`config.mk`:
```
export PLATFORM = sky130hd
export DESIGN_NAME = ecg_fiducial_cycle_grouper
export DESIGN_NICKNAME = d
export VERILOG_FILES = /design/src/design/ecgfc_pkg.sv /design/src/design/ecgfc_front.sv /design/src/design/ecgfc_queue.sv /design/src/design/ecgfc_back.sv /design/src/design/ecg_fiducial_cycle_grouper.sv
export SDC_FILE = /design/constraint.sdc
export NUM_CORES = 2
export LEC_CHECK = 0
export BUFFER_PORTS_ARGS = -buffer_cell sky130_fd_sc_hd__buf_2
export CAP_MARGIN = 30
export CORE_MARGIN = 2
export CORE_UTILIZATION = 40
export DETAILED_ROUTE_END_ITERATION = 16
export HOLD_SLACK_MARGIN = 0.05
export MAX_ROUTING_LAYER = met4
export PLACE_DENSITY_LB_ADDON = 0.25
export SETUP_SLACK_MARGIN = 0.5
export SYNTH_ARGS = -nofsm -noshare
export SYNTH_HDL_FRONTEND = slang
export SYNTH_HIERARCHICAL = 1
export SYNTH_SLANG_ARGS = --single-unit
```
`constraint.sdc`:
```
create_clock -name clk -period 27.8 [get_ports clk]
set_input_delay 4.17 -clock clk [delete_from_list [all_inputs] [get_ports clk]]
set_output_delay 4.17 -clock clk [all_outputs]
set_load 0.01 [all_outputs]
```
`src/design/ecgfc_pkg.sv`:
```
// ecgfc_pkg: shared types, codes and the code map of the ecg fiducial cycle grouper
// no dependencies
`default_nettype none

package ecgfc_pkg;

  localparam int SAMPLE_W = 32;
  localparam int WIN_LEN  = 11;
  localparam int FILL_W   = $clog2(WIN_LEN + 1);
  localparam int IDX_W    = $clog2(WIN_LEN);
  localparam int OUT_PER_CYCLE = 13;
  localparam int STEP_W   = $clog2(OUT_PER_CYCLE);
  localparam int STEP_LAST = OUT_PER_CYCLE - 1;
  localparam int PEAKQ_STEP = 5;
  localparam int Q_DEPTH  = 2;
  localparam int Q_PTR_W  = $clog2(Q_DEPTH);
  localparam int Q_CNT_W  = $clog2(Q_DEPTH + 1);

  localparam logic [2:0] WAVE_UNK   = 3'd0;
  localparam logic [2:0] WAVE_P     = 3'd1;
  localparam logic [2:0] WAVE_QRS   = 3'd2;
  localparam logic [2:0] WAVE_T     = 3'd3;
  localparam logic [2:0] WAVE_U     = 3'd4;
  localparam logic [2:0] WAVE_CYCLE = 3'd5;

  localparam logic [3:0] KIND_UNK    = 4'd0;
  localparam logic [3:0] KIND_START  = 4'd1;
  localparam logic [3:0] KIND_END    = 4'd2;
  localparam logic [3:0] KIND_PEAK_P = 4'd3;
  localparam logic [3:0] KIND_PEAK_Q = 4'd4;
  localparam logic [3:0] KIND_PEAK_R = 4'd5;
  localparam logic [3:0] KIND_PEAK_S = 4'd6;
  localparam logic [3:0] KIND_PEAK_T = 4'd7;
  localparam logic [3:0] KIND_PEAK_U = 4'd8;

  typedef struct packed {
    logic [3:0]          kind;
    logic [2:0]          wave;
    logic [SAMPLE_W-1:0] sample;
  } point_t;

  // one matched window plus which pattern hit
  typedef struct packed {
    logic                      pat_b;
    point_t [WIN_LEN-1:0]      pts;
  } snap_t;

  typedef struct packed {
    logic full;
    logic empty;
  } q_status_t;

  function automatic point_t map_code(input logic [5:0] code,
                                      input logic [SAMPLE_W-1:0] sample);
    point_t p;
    p.sample = sample;
    p.wave   = WAVE_UNK;
    p.kind   = KIND_UNK;
    unique case (code) inside
      6'd15, 6'd17: begin p.wave = WAVE_QRS; p.kind = KIND_PEAK_Q; end
      6'd24:        begin p.wave = WAVE_P;   p.kind = KIND_PEAK_P; end
      6'd27:        begin p.wave = WAVE_T;   p.kind = KIND_PEAK_T; end
      6'd29:        begin p.wave = WAVE_U;   p.kind = KIND_PEAK_U; end
      6'd1, 6'd39, 6'd46: begin p.wave = WAVE_QRS; p.kind = KIND_START; end
      6'd40:        begin p.wave = WAVE_QRS; p.kind = KIND_END;    end
      6'd42:        begin p.wave = WAVE_P;   p.kind = KIND_START;  end
      6'd43:        begin p.wave = WAVE_P;   p.kind = KIND_END;    end
      6'd44:        begin p.wave = WAVE_T;   p.kind = KIND_START;  end
      6'd45:        begin p.wave = WAVE_T;   p.kind = KIND_END;    end
      6'd47, 6'd48: begin p.wave = WAVE_QRS; p.kind = KIND_PEAK_R; end
      6'd49, 6'd50: begin p.wave = WAVE_QRS; p.kind = KIND_PEAK_S; end
      default:      begin p.wave = WAVE_UNK; p.kind = KIND_UNK;    end
    endcase
    return p;
  endfunction

endpackage

`default_nettype wire

```
`src/design/ecgfc_front.sv`:
```
// ecgfc_front: maps events, keeps the 11-point window and tests both patterns
// depends on ecgfc_pkg
`default_nettype none

module ecgfc_front import ecgfc_pkg::*; #(
  parameter int SAMPLE_BITS = 32
) (
  input  wire logic                clk,
  input  wire logic                rst,
  input  wire logic                in_valid,
  output logic                     in_ready,
  input  wire logic [SAMPLE_W-1:0] in_sample,
  input  wire logic [5:0]          in_code,
  input  wire q_status_t           q_stat,
  output logic                     push,
  output snap_t                    push_data
);

  localparam int KEEP_BITS = (SAMPLE_BITS < SAMPLE_W) ? SAMPLE_BITS : SAMPLE_W;
  localparam logic [SAMPLE_W-1:0] KEEP_MASK =
    SAMPLE_W'((64'd1 << KEEP_BITS) - 64'd1);

  point_t              win [WIN_LEN];
  point_t              win_next [WIN_LEN];
  logic [FILL_W-1:0]   fill;
  logic [FILL_W-1:0]   fill_next;
  logic                accept;
  point_t              pt;
  logic                ppp;
  logic                pat_a;
  logic                pat_b;

  assign in_ready = !q_stat.full;
  assign accept   = in_valid && in_ready;
  assign pt       = map_code(in_code, in_sample & KEEP_MASK);

  always_comb begin
    win_next  = win;
    fill_next = fill;
    if (accept) begin
      if (fill >= FILL_W'(WIN_LEN)) begin
        for (int i = 0; i < WIN_LEN - 1; i++) win_next[i] = win[i + 1];
        win_next[WIN_LEN-1] = pt;
      end else begin
        for (int i = 0; i < WIN_LEN; i++) begin
          if (fill == FILL_W'(i)) win_next[i] = pt;
        end
        fill_next = fill + FILL_W'(1);
      end
    end
  end

  // test the window as it stands after this item
  assign ppp   = win_next[0].wave == WAVE_P && win_next[1].wave == WAVE_P &&
                 win_next[2].wave == WAVE_P;
  assign pat_a = ppp && win_next[10].wave == WAVE_T;
  assign pat_b = ppp && win_next[7].wave == WAVE_T && win_next[8].wave == WAVE_T &&
                 win_next[9].wave == WAVE_T;

  assign push = accept && fill_next == FILL_W'(WIN_LEN) && (pat_a || pat_b);

  always_comb begin
    push_data.pat_b = !pat_a;
    for (int i = 0; i < WIN_LEN; i++) push_data.pts[i] = win_next[i];
  end

  always_ff @(posedge clk) begin
    for (int i = 0; i < WIN_LEN; i++) win[i] <= win_next[i];
  end

  always_ff @(posedge clk) begin
    if (rst) begin
      fill <= '0;
    end else begin
      fill <= fill_next;
    end
  end

  a_push_full_window: assert property (@(posedge clk) disable iff (rst)
    push |-> fill_next == FILL_W'(WIN_LEN))
    else $error("match pushed before window filled");

endmodule

`default_nettype wire

```
`src/design/ecgfc_queue.sv`:
```
// ecgfc_queue: short fifo of matched windows between front and back
// depends on ecgfc_pkg
`default_nettype none

module ecgfc_queue import ecgfc_pkg::*; (
  input  wire logic  clk,
  input  wire logic  rst,
  input  wire logic  push,
  input  wire snap_t push_data,
  input  wire logic  pop,
  output snap_t      pop_data,
  output q_status_t  stat
);

  snap_t              entries [Q_DEPTH];
  logic [Q_PTR_W-1:0] wr_ptr;
  logic [Q_PTR_W-1:0] rd_ptr;
  logic [Q_CNT_W-1:0] count;
  logic               do_push;
  logic               do_pop;

  assign stat.full  = count == Q_CNT_W'(Q_DEPTH);
  assign stat.empty = count == '0;
  assign do_push    = push && !stat.full;
  assign do_pop     = pop && !stat.empty;
  assign pop_data   = entries[rd_ptr];

  always_ff @(posedge clk) begin
    if (do_push) entries[wr_ptr] <= push_data;
  end

  always_ff @(posedge clk) begin
    if (rst) begin
      wr_ptr <= '0;
      rd_ptr <= '0;
      count  <= '0;
    end else begin
      if (do_push) begin
        wr_ptr <= (wr_ptr == Q_PTR_W'(Q_DEPTH - 1)) ? '0 : wr_ptr + Q_PTR_W'(1);
      end
      if (do_pop) begin
        rd_ptr <= (rd_ptr == Q_PTR_W'(Q_DEPTH - 1)) ? '0 : rd_ptr + Q_PTR_W'(1);
      end
      if (do_push && !do_pop) count <= count + Q_CNT_W'(1);
      else if (do_pop && !do_push) count <= count - Q_CNT_W'(1);
    end
  end

  a_no_push_full: assert property (@(posedge clk) disable iff (rst)
    !(push && stat.full))
    else $error("push into full queue");

  a_count_range: assert property (@(posedge clk) disable iff (rst)
    count <= Q_CNT_W'(Q_DEPTH))
    else $error("queue count overflow");

endmodule

`default_nettype wire

```
`src/design/ecgfc_back.sv`:
```
// ecgfc_back: plays one matched window out as 13 framed points
// depends on ecgfc_pkg
`default_nettype none

module ecgfc_back import ecgfc_pkg::*; (
  input  wire logic      clk,
  input  wire logic      rst,
  input  wire q_status_t q_stat,
  input  wire snap_t     pop_data,
  output logic           pop,
  output logic           out_valid,
  input  wire logic      out_ready,
  output point_t         out_pt,
  output logic           out_last
);

  snap_t              cur;
  logic               busy;
  logic [STEP_W-1:0]  step;
  logic               adv;
  logic [IDX_W-1:0]   idx;
  point_t             item;
  logic               item_last;

  assign pop = !busy && !q_stat.empty;
  assign adv = busy && (!out_valid || out_ready);

  always_comb begin
    idx = '0;
    if (cur.pat_b && step > STEP_W'(PEAKQ_STEP)) idx = IDX_W'(step - STEP_W'(2));
    else idx = IDX_W'(step - STEP_W'(1));
  end

  always_comb begin
    item      = cur.pts[idx];
    item_last = 1'b0;
    if (step == '0) begin
      item.sample = cur.pts[0].sample;
      item.wave   = WAVE_CYCLE;
      item.kind   = KIND_START;
    end else if (step == STEP_W'(STEP_LAST)) begin
      item.sample = cur.pts[WIN_LEN-1].sample;
      item.wave   = WAVE_CYCLE;
      item.kind   = KIND_END;
      item_last   = 1'b1;
    end else if (cur.pat_b && step == STEP_W'(PEAKQ_STEP)) begin
      // synthesized q peak at the fourth point
      item.sample = cur.pts[3].sample;
      item.wave   = WAVE_QRS;
      item.kind   = KIND_PEAK_Q;
    end
  end

  always_ff @(posedge clk) begin
    if (pop) cur <= pop_data;
    if (adv) begin
      out_pt   <= item;
      out_last <= item_last;
    end
  end

  always_ff @(posedge clk) begin
    if (rst) begin
      busy      <= 1'b0;
      step      <= '0;
      out_valid <= 1'b0;
    end else begin
      if (pop) begin
        busy <= 1'b1;
        step <= '0;
      end else if (adv) begin
        step <= step + STEP_W'(1);
        if (step == STEP_W'(STEP_LAST)) busy <= 1'b0;
      end
      if (adv) out_valid <= 1'b1;
      else if (out_ready) out_valid <= 1'b0;
    end
  end

  a_last_is_finish: assert property (@(posedge clk) disable iff (rst)
    out_valid && out_last |-> out_pt.kind == KIND_END && out_pt.wave == WAVE_CYCLE)
    else $error("tlast on a point that is not a cycle finish");

  a_step_range: assert property (@(posedge clk) disable iff (rst)
    busy |-> step <= STEP_W'(STEP_LAST))
    else $error("step counter past last item");

endmodule

`default_nettype wire

```
`src/design/ecg_fiducial_cycle_grouper.sv`:
```
// ecg_fiducial_cycle_grouper: top level, front window, match queue and output sequencer
// depends on ecgfc_pkg, ecgfc_front, ecgfc_queue, ecgfc_back
`default_nettype none

// Groups detected ECG fiducial events into framed cardiac cycles. Each input
// item (sample position, annotator code) is mapped to a wave and point type and
// pushed into an 11-point sliding window; once the window is full it is tested
// at its oldest point, and a match (P,P,P ... T at offset 10, or P,P,P with T at
// offsets 7 to 9) produces 13 output items: a cycle start, the window points
// (for the second pattern only points 0 to 9, with a synthesized QRS peakQ
// after point 3) and a cycle finish that carries tlast. Input items are taken
// one per cycle as long as the two-entry match queue has room. Each match keeps
// the output sequencer busy for its 13 items, one per cycle when the sink is
// ready, and the next window loads once it is idle, so sustained throughput is
// set by that sequencer and the density of matches. No clearing pass is needed
// after reset; nothing is emitted before 11 events.
module ecg_fiducial_cycle_grouper import ecgfc_pkg::*; #(
  parameter int SAMPLE_BITS = 32
) (
  input  wire logic        clk,
  input  wire logic        rst,
  input  wire logic        s_axis_tvalid,
  output logic             s_axis_tready,
  // sample_index [31:0], peak_code [37:32], zero pad [39:38]
  input  wire logic [39:0] s_axis_tdata,
  output logic             m_axis_tvalid,
  input  wire logic        m_axis_tready,
  // point_sample [31:0], wave_kind [34:32], point_kind [38:35], zero pad [39]
  output logic [39:0]      m_axis_tdata,
  output logic             m_axis_tlast
);

  // front to queue
  logic      push;
  snap_t     push_data;
  // queue to back
  snap_t     pop_data;
  logic      pop;
  q_status_t q_stat;
  // output register contents
  point_t    out_pt;

  ecgfc_front #(
    .SAMPLE_BITS (SAMPLE_BITS)
  ) u_front (
    .clk       (clk),
    .rst       (rst),
    .in_valid  (s_axis_tvalid),
    .in_ready  (s_axis_tready),
    .in_sample (s_axis_tdata[31:0]),
    .in_code   (s_axis_tdata[37:32]),
    .q_stat    (q_stat),
    .push      (push),
    .push_data (push_data)
  );

  ecgfc_queue u_queue (
    .clk       (clk),
    .rst       (rst),
    .push      (push),
    .push_data (push_data),
    .pop       (pop),
    .pop_data  (pop_data),
    .stat      (q_stat)
  );

  ecgfc_back u_back (
    .clk       (clk),
    .rst       (rst),
    .q_stat    (q_stat),
    .pop_data  (pop_data),
    .pop       (pop),
    .out_valid (m_axis_tvalid),
    .out_ready (m_axis_tready),
    .out_pt    (out_pt),
    .out_last  (m_axis_tlast)
  );

  // pack output fields lowest first
  assign m_axis_tdata = {1'b0, out_pt.kind, out_pt.wave, out_pt.sample};

endmodule

`default_nettype wire

```
## Word level (Yosys, flattened, before mapping)

Memory sizes are Yosys's and may differ from the RTL's. A register that Yosys moved wholly into a read port is not among the register bits.
Index checks and enable logic that the tools add are counted.

- Flip-flop bits (word level): 483
- Bits in latches: 0
- RAM bits: 860
- ROM bits: 0
- Output and inout port bits: 43
- Word-level logic and storage cells: 171
- Memories: 1

- Add/subtract/negate cells: 8
- Multiply operators: 0
- Divide/modulo/power cells: 0
- Magnitude comparators: 3
- Equal/unequal tests: 38
- Shift operators: 0
- Mux-type cells: 34
- Bitwise operators: 0
- Reductions and logical operators: 41

Memories:

| memory | words | width | rd ports | clocked after Yosys merged registers in | write ports | line | source |
|---|---|---|---|---|---|---|---|
| u_queue.entries | 2 | 430 | 1 | 1 | 1 | ecgfc_queue.sv:15 | `snap_t entries [Q_DEPTH];` |

Operators with widths:

| kind | number |
|---|---|
| two-way mux 429 bit | 2 |
| two-way mux 39 bit | 12 |
| binary-select mux 39 bit (select 4 bit) | 1 |
| one-hot mux 7 bit (12 select lines) | 1 |
| == test 6 bit, second input constant | 11 |
| two-way mux 38 bit | 1 |
| two-way mux 37 bit | 1 |
| two-way mux 32 bit | 1 |
| == test 6 x 5 -> 1 bit, second input constant | 4 |
| == test 4 x 3 -> 1 bit, second input constant | 5 |
| == test 4 bit, second input constant | 5 |
| logical AND 1 bit | 17 |
| == test 3 x 2 -> 1 bit, second input constant | 4 |
| two-way mux 4 bit | 3 |
| two-way mux 1 bit | 10 |
| OR reduction 2 bit | 5 |
| == test 3 x 1 -> 1 bit, second input constant | 3 |
| adder 4 x 1 -> 4 bit, second input constant | 2 |
| == test 4 x 2 -> 1 bit, second input constant | 2 |
| logical NOT 4 bit | 2 |
| nonzero test 2 bit | 4 |
| logical NOT 1 bit | 7 |
| == test 6 x 1 -> 1 bit, second input constant | 1 |
| == test 6 x 4 -> 1 bit, second input constant | 1 |
| other kinds (15) | 19 |

## Longest topological paths before layout

- Depth after elaboration: 19
- Depth in mapped cells: 17
- Mapped depth without buffers: 15

## Hierarchy

The synthesis kept the hierarchy.

By module, submodules not included:

| module | times used | cells each | area an instance (µm²) | sequential area each (µm²) |
|---|---|---|---|---|
| ecgfc_queue | 1 | 1363 | 31662.9 | 25924.9 |
| ecgfc_back | 1 | 1408 | 22415.2 | 14233.7 |
| ecgfc_front | 1 | 2040 | 16888.7 | 8668.3 |
| ecg_fiducial_cycle_grouper | 1 | 2 | 11.3 | 0.0 |

## Worst setup path before layout

OpenSTA, ideal clock, no wires.

- Path kind: flip-flop to flip-flop
- Start point: register u_queue.count[0]
- End point: register u_queue.count[1]
- Setup time: 0.070 ns
- Arrival: 23.304 ns
- Data required time: 27.730 ns
- Setup slack: 4.426 ns
- Stages on the path, launching flop included: 7
- Clock period less this slack: 23.374 ns
- Path through: dfxtp_1 > nor2_1 > nor2_1 > o21ai_0 > ha_1 > or3_1 > a21oi_1

RTL lines:

| element | line | source |
|---|---|---|
| start: declaration | ecgfc_queue.sv:18 | `logic [Q_CNT_W-1:0] count;` |
| start signal: assignment | ecgfc_queue.sv:44 | `if (do_push && !do_pop) count <= count + Q_CNT_W'(1);` |
| start signal: assignment | ecgfc_queue.sv:45 | `else if (do_pop && !do_push) count <= count - Q_CNT_W'(1);` |

==> results.md <==
- Final hold viol count: 0
- Cts bufs inserted: around 170
- Number of synthesis warnings: 6
- Crit path DAT: about 10 ns
- Largest net degree at the start of global routing: roughly 160
- H-tree depth: 4
- Maximum clock rate: around 0.10 GHz
- CTS-repair resized insts: 0
- Worst VDD drop: between 0.00005 and 0.00006 V
- Worst slew pin tran: between 1 and 1.5 ns
- Routed vias/inst: about 5.8
- Status: finished clean
- CTS Hold Bufs: 0
- Setup CP Type: in2reg
- Layout cell share with drive strength beyond 1: ~22%
- Final period utilization: a little over a third
- Port-buffer cells: between 80 and 90
- Final Slew Violations: 0
- # clock sinks: 1774
- Initial antenna violation count: 23
- Clock period minus worst slack: 9.87 ns
- Fin area: approximately 79000 um^2
- Ys async rst share: 0%
- # IOs: 87
- Gr usage total: about 22%
- Drt first-iter violations: about 4000
- Initial Utilization: about 40%
- Endpoints failing setup: 0
- Slew HR: a little over a quarter
- Critical-path cell list: buf_2 > nor2b_4 > o311a_4 > buf_4 > o221ai_1 > nor2_1 > nand4b_1 > nor4b_2 > o2111a_1 > inv_1 > nor2_1 > and2_4 > buf_12 > buf_4 > buf_4
- DP Area: about 73000 um^2
- Main synth FF type: edfxtp_1
- Setup crit start kind: input pin
- Critical Path Slowest Stage Cell: buf_4
- Maximum root-to-sink buffer count: 3
- Synth Net Count: 4868
- Top cell by count, worst path: buf_4
- Core area: ~180000 um^2
- RSZ-0062 raised after global routing: false
- Gr ovfl total: 0
- Setup TNS: 0 ns
- Post-synth EDFFs: around 1300
- Worst-path clk slew: around 0.06 ns
- 1st-pass router iterations: 5
- Worst Reg-to-Reg Cells: 16
- Vias in the first global route: ~42000
- Most common cell after layout, fill and taps aside: edfxtp_1
- HPWL Detailed: about 100000 um
- Syn_area_per_cell: 14.7 um^2
- Crit path max-delay family: buffers and inverters
- Routed WL: 197000 um
- Setup bufs post-CTS: 0
- CP max FO: about 140
- Synth Instances: a little under 5000
- CTS root buf: clkbuf_16
- Crit path capture type: flop
- Req. time, crit path: 28.23 ns
- Area delta synth->final: 11.9%
- Die height: about 430 um
- Clk_skew: ~0.028 ns
- First-pass GRT wire length: around 290000 um
- Number of synthesized register bits: 1774
- Cell Rows: about 150
- PwrDens: just over 70 nW/um^2
- CTS tree: built
- CP Buf/Inv Count: 6
- Worst hold path type: reg2reg
- Sequential area share after synthesis: between 60% and 70%
- GPL Wtd Cong: 0.766
- Clock latency on the worst-skew pair: 0.82 ns
- Die W: ~430 um
- CP max stage delay: ~0.90 ns
- Max Cap Viol: 0
- Final ANT Viol Nets: 0
- Pleak: ~0.026 uW
- Post-Syn Area: 71000 um^2
- Unique cell type count in the Yosys netlist: 92
- Most frequent cells in the layout: edfxtp_1 (1330), dfxtp_1 (441), nor2_1 (416), a21oi_1 (404), o22ai_1 (362)
- Hold path cells: 2
- DRC viols: 0
- Final #Nets: between 4000 and 5000
- Die area: 181000 um^2
- Vias post-DR: around 42000
- WP depth: 15
- Drt wl/cell: ~27 um
## Yosys cell counts, types with 7 or more instances
master	number	area, um^2
nor2b_1	16	100
o21ai_0	108	541
dfxtp_1	444	8890
a21oi_2	7	61.3
o21ai_1	13	65.1
a211oi_1	10	75.1
buf_1	34	128
nor3_1	42	210
nand2b_1	8	50.1
mux2_1	11	124
o22ai_1	363	2270
mux4_2	135	3040
buf_4	11	82.6
xor2_1	7	61.3
ha_1	11	138
and2_1	7	43.8
buf_6	54	608
o22a_1	30	263
mux2_2	352	3960
edfxtp_1	1330	39900
mux2i_1	158	1580
nand3_1	15	75.1
o31a_1	32	280
buf_2	109	546
a221oi_1	36	315
clkbuf_1	175	657
nand2_1	239	897
mux2_4	70	1050
a22oi_1	36	270
inv_1	19	71.3
a21oi_1	408	2040
nor2_1	418	1570
## registers in the layout, summed over array words and instances, names as in the netlist, named ones only
name,cells
u_back/out_valid,1
u_back/cur,430
u_queue/count,2
u_back/step,4
u_back/out_pt,39
u_front/fill,4
u_back/busy,1
u_queue/entries,860
u_queue/wr_ptr,1
u_front/win,429
u_queue/rd_ptr,1
u_back/out_last,1
## metal layers
metal  share of wire, %  up-vias  global-route usage (%)
li1                   -    18500                       -
met5                  0        -                       -
met1                 41    21900                    27.3
met2                 50     1462                    37.2
met4                3.8        0                    8.70
met3                5.6      396                    2.66
## cells by family after synthesis
kind of cell,share of synthesized area [%]
AO/OA/AOI/OAI,9.47
XOR/XNOR,0.123
adder cells (fa/ha/maj),0.194
buffers and inverters,2.95
flip-flops,68.8
multiplexers,13.8
other,0.00528
AND/OR/NAND/NOR,4.71
## metrics by stage
| stage | hold slack [ns] | power, uW | instances | utilization (%) | setup WS [ns] |
|---|---|---|---|---|---|
| 5_1_grt | 0.507 | 5820 | 7284 | 45.1 | 17.70 |
| 4_1_cts | 0.484 | 5680 | 7271 | 45.0 | 17.87 |
| 6_report | 0.486 | 5640 | 7285 | 45.1 | 17.93 |
| 3_5_place_dp | 0.472 | 3280 | 6944 | 41.6 | 17.00 |
| 3_3_place_gp | 0.468 | 3270 | 6940 | 41.6 | 16.97 |
| 2_1_floorplan | 0.449 | 3210 | 4813 | - | 4.43 |
## path summary, 6_finish.rpt
kind | start | end | slack, ns
setup / recovery | s_axis_tvalid | u_queue/entries[1][322] | 17.93
hold / removal | u_front/win[8] | u_front/win[8] | 0.49
setup reg to reg | u_front/fill[0] | u_queue/entries[1][322] | 19.95
hold reg to reg | u_front/win[8] | u_front/win[8] | 0.49
## power breakdown
| group | switching [uW] | internal, uW |
|---|---|---|
| combinational | 149 | 65.0 |
| sequential | 50.2 | 2970 |
| clock | 1010 | 1400 |
| total | 1210 | 4430 |
## final cells by class
class                      instances  area [um^2]
sequential                      1774        48800
multi-input combinational       2636        20300
antenna                            8         20.0
timing repair buffer             180         1350
clock inverter                    78          813
inverter                          20         82.6
clock buffer                     249         5080
fill                           15400        96900
tap                             2340         2930
## worst reg2reg max path: stages, from the launching register on
cell and delay, ns:
dfxtp_1 0.37, ha_1 0.43, o21ai_4 0.20, buf_4 0.49, buf_4 0.75, buf_4 0.89, o32ai_1 0.17, a21oi_1 0.37
nand2_1 0.12, nor4b_2 0.23, o2111a_1 0.23, inv_1 0.07, nor2_1 0.16, and2_4 0.37, buf_12 0.67, buf_4 1.07
buf_4 0.85
(Power assumes the default switching activity.)
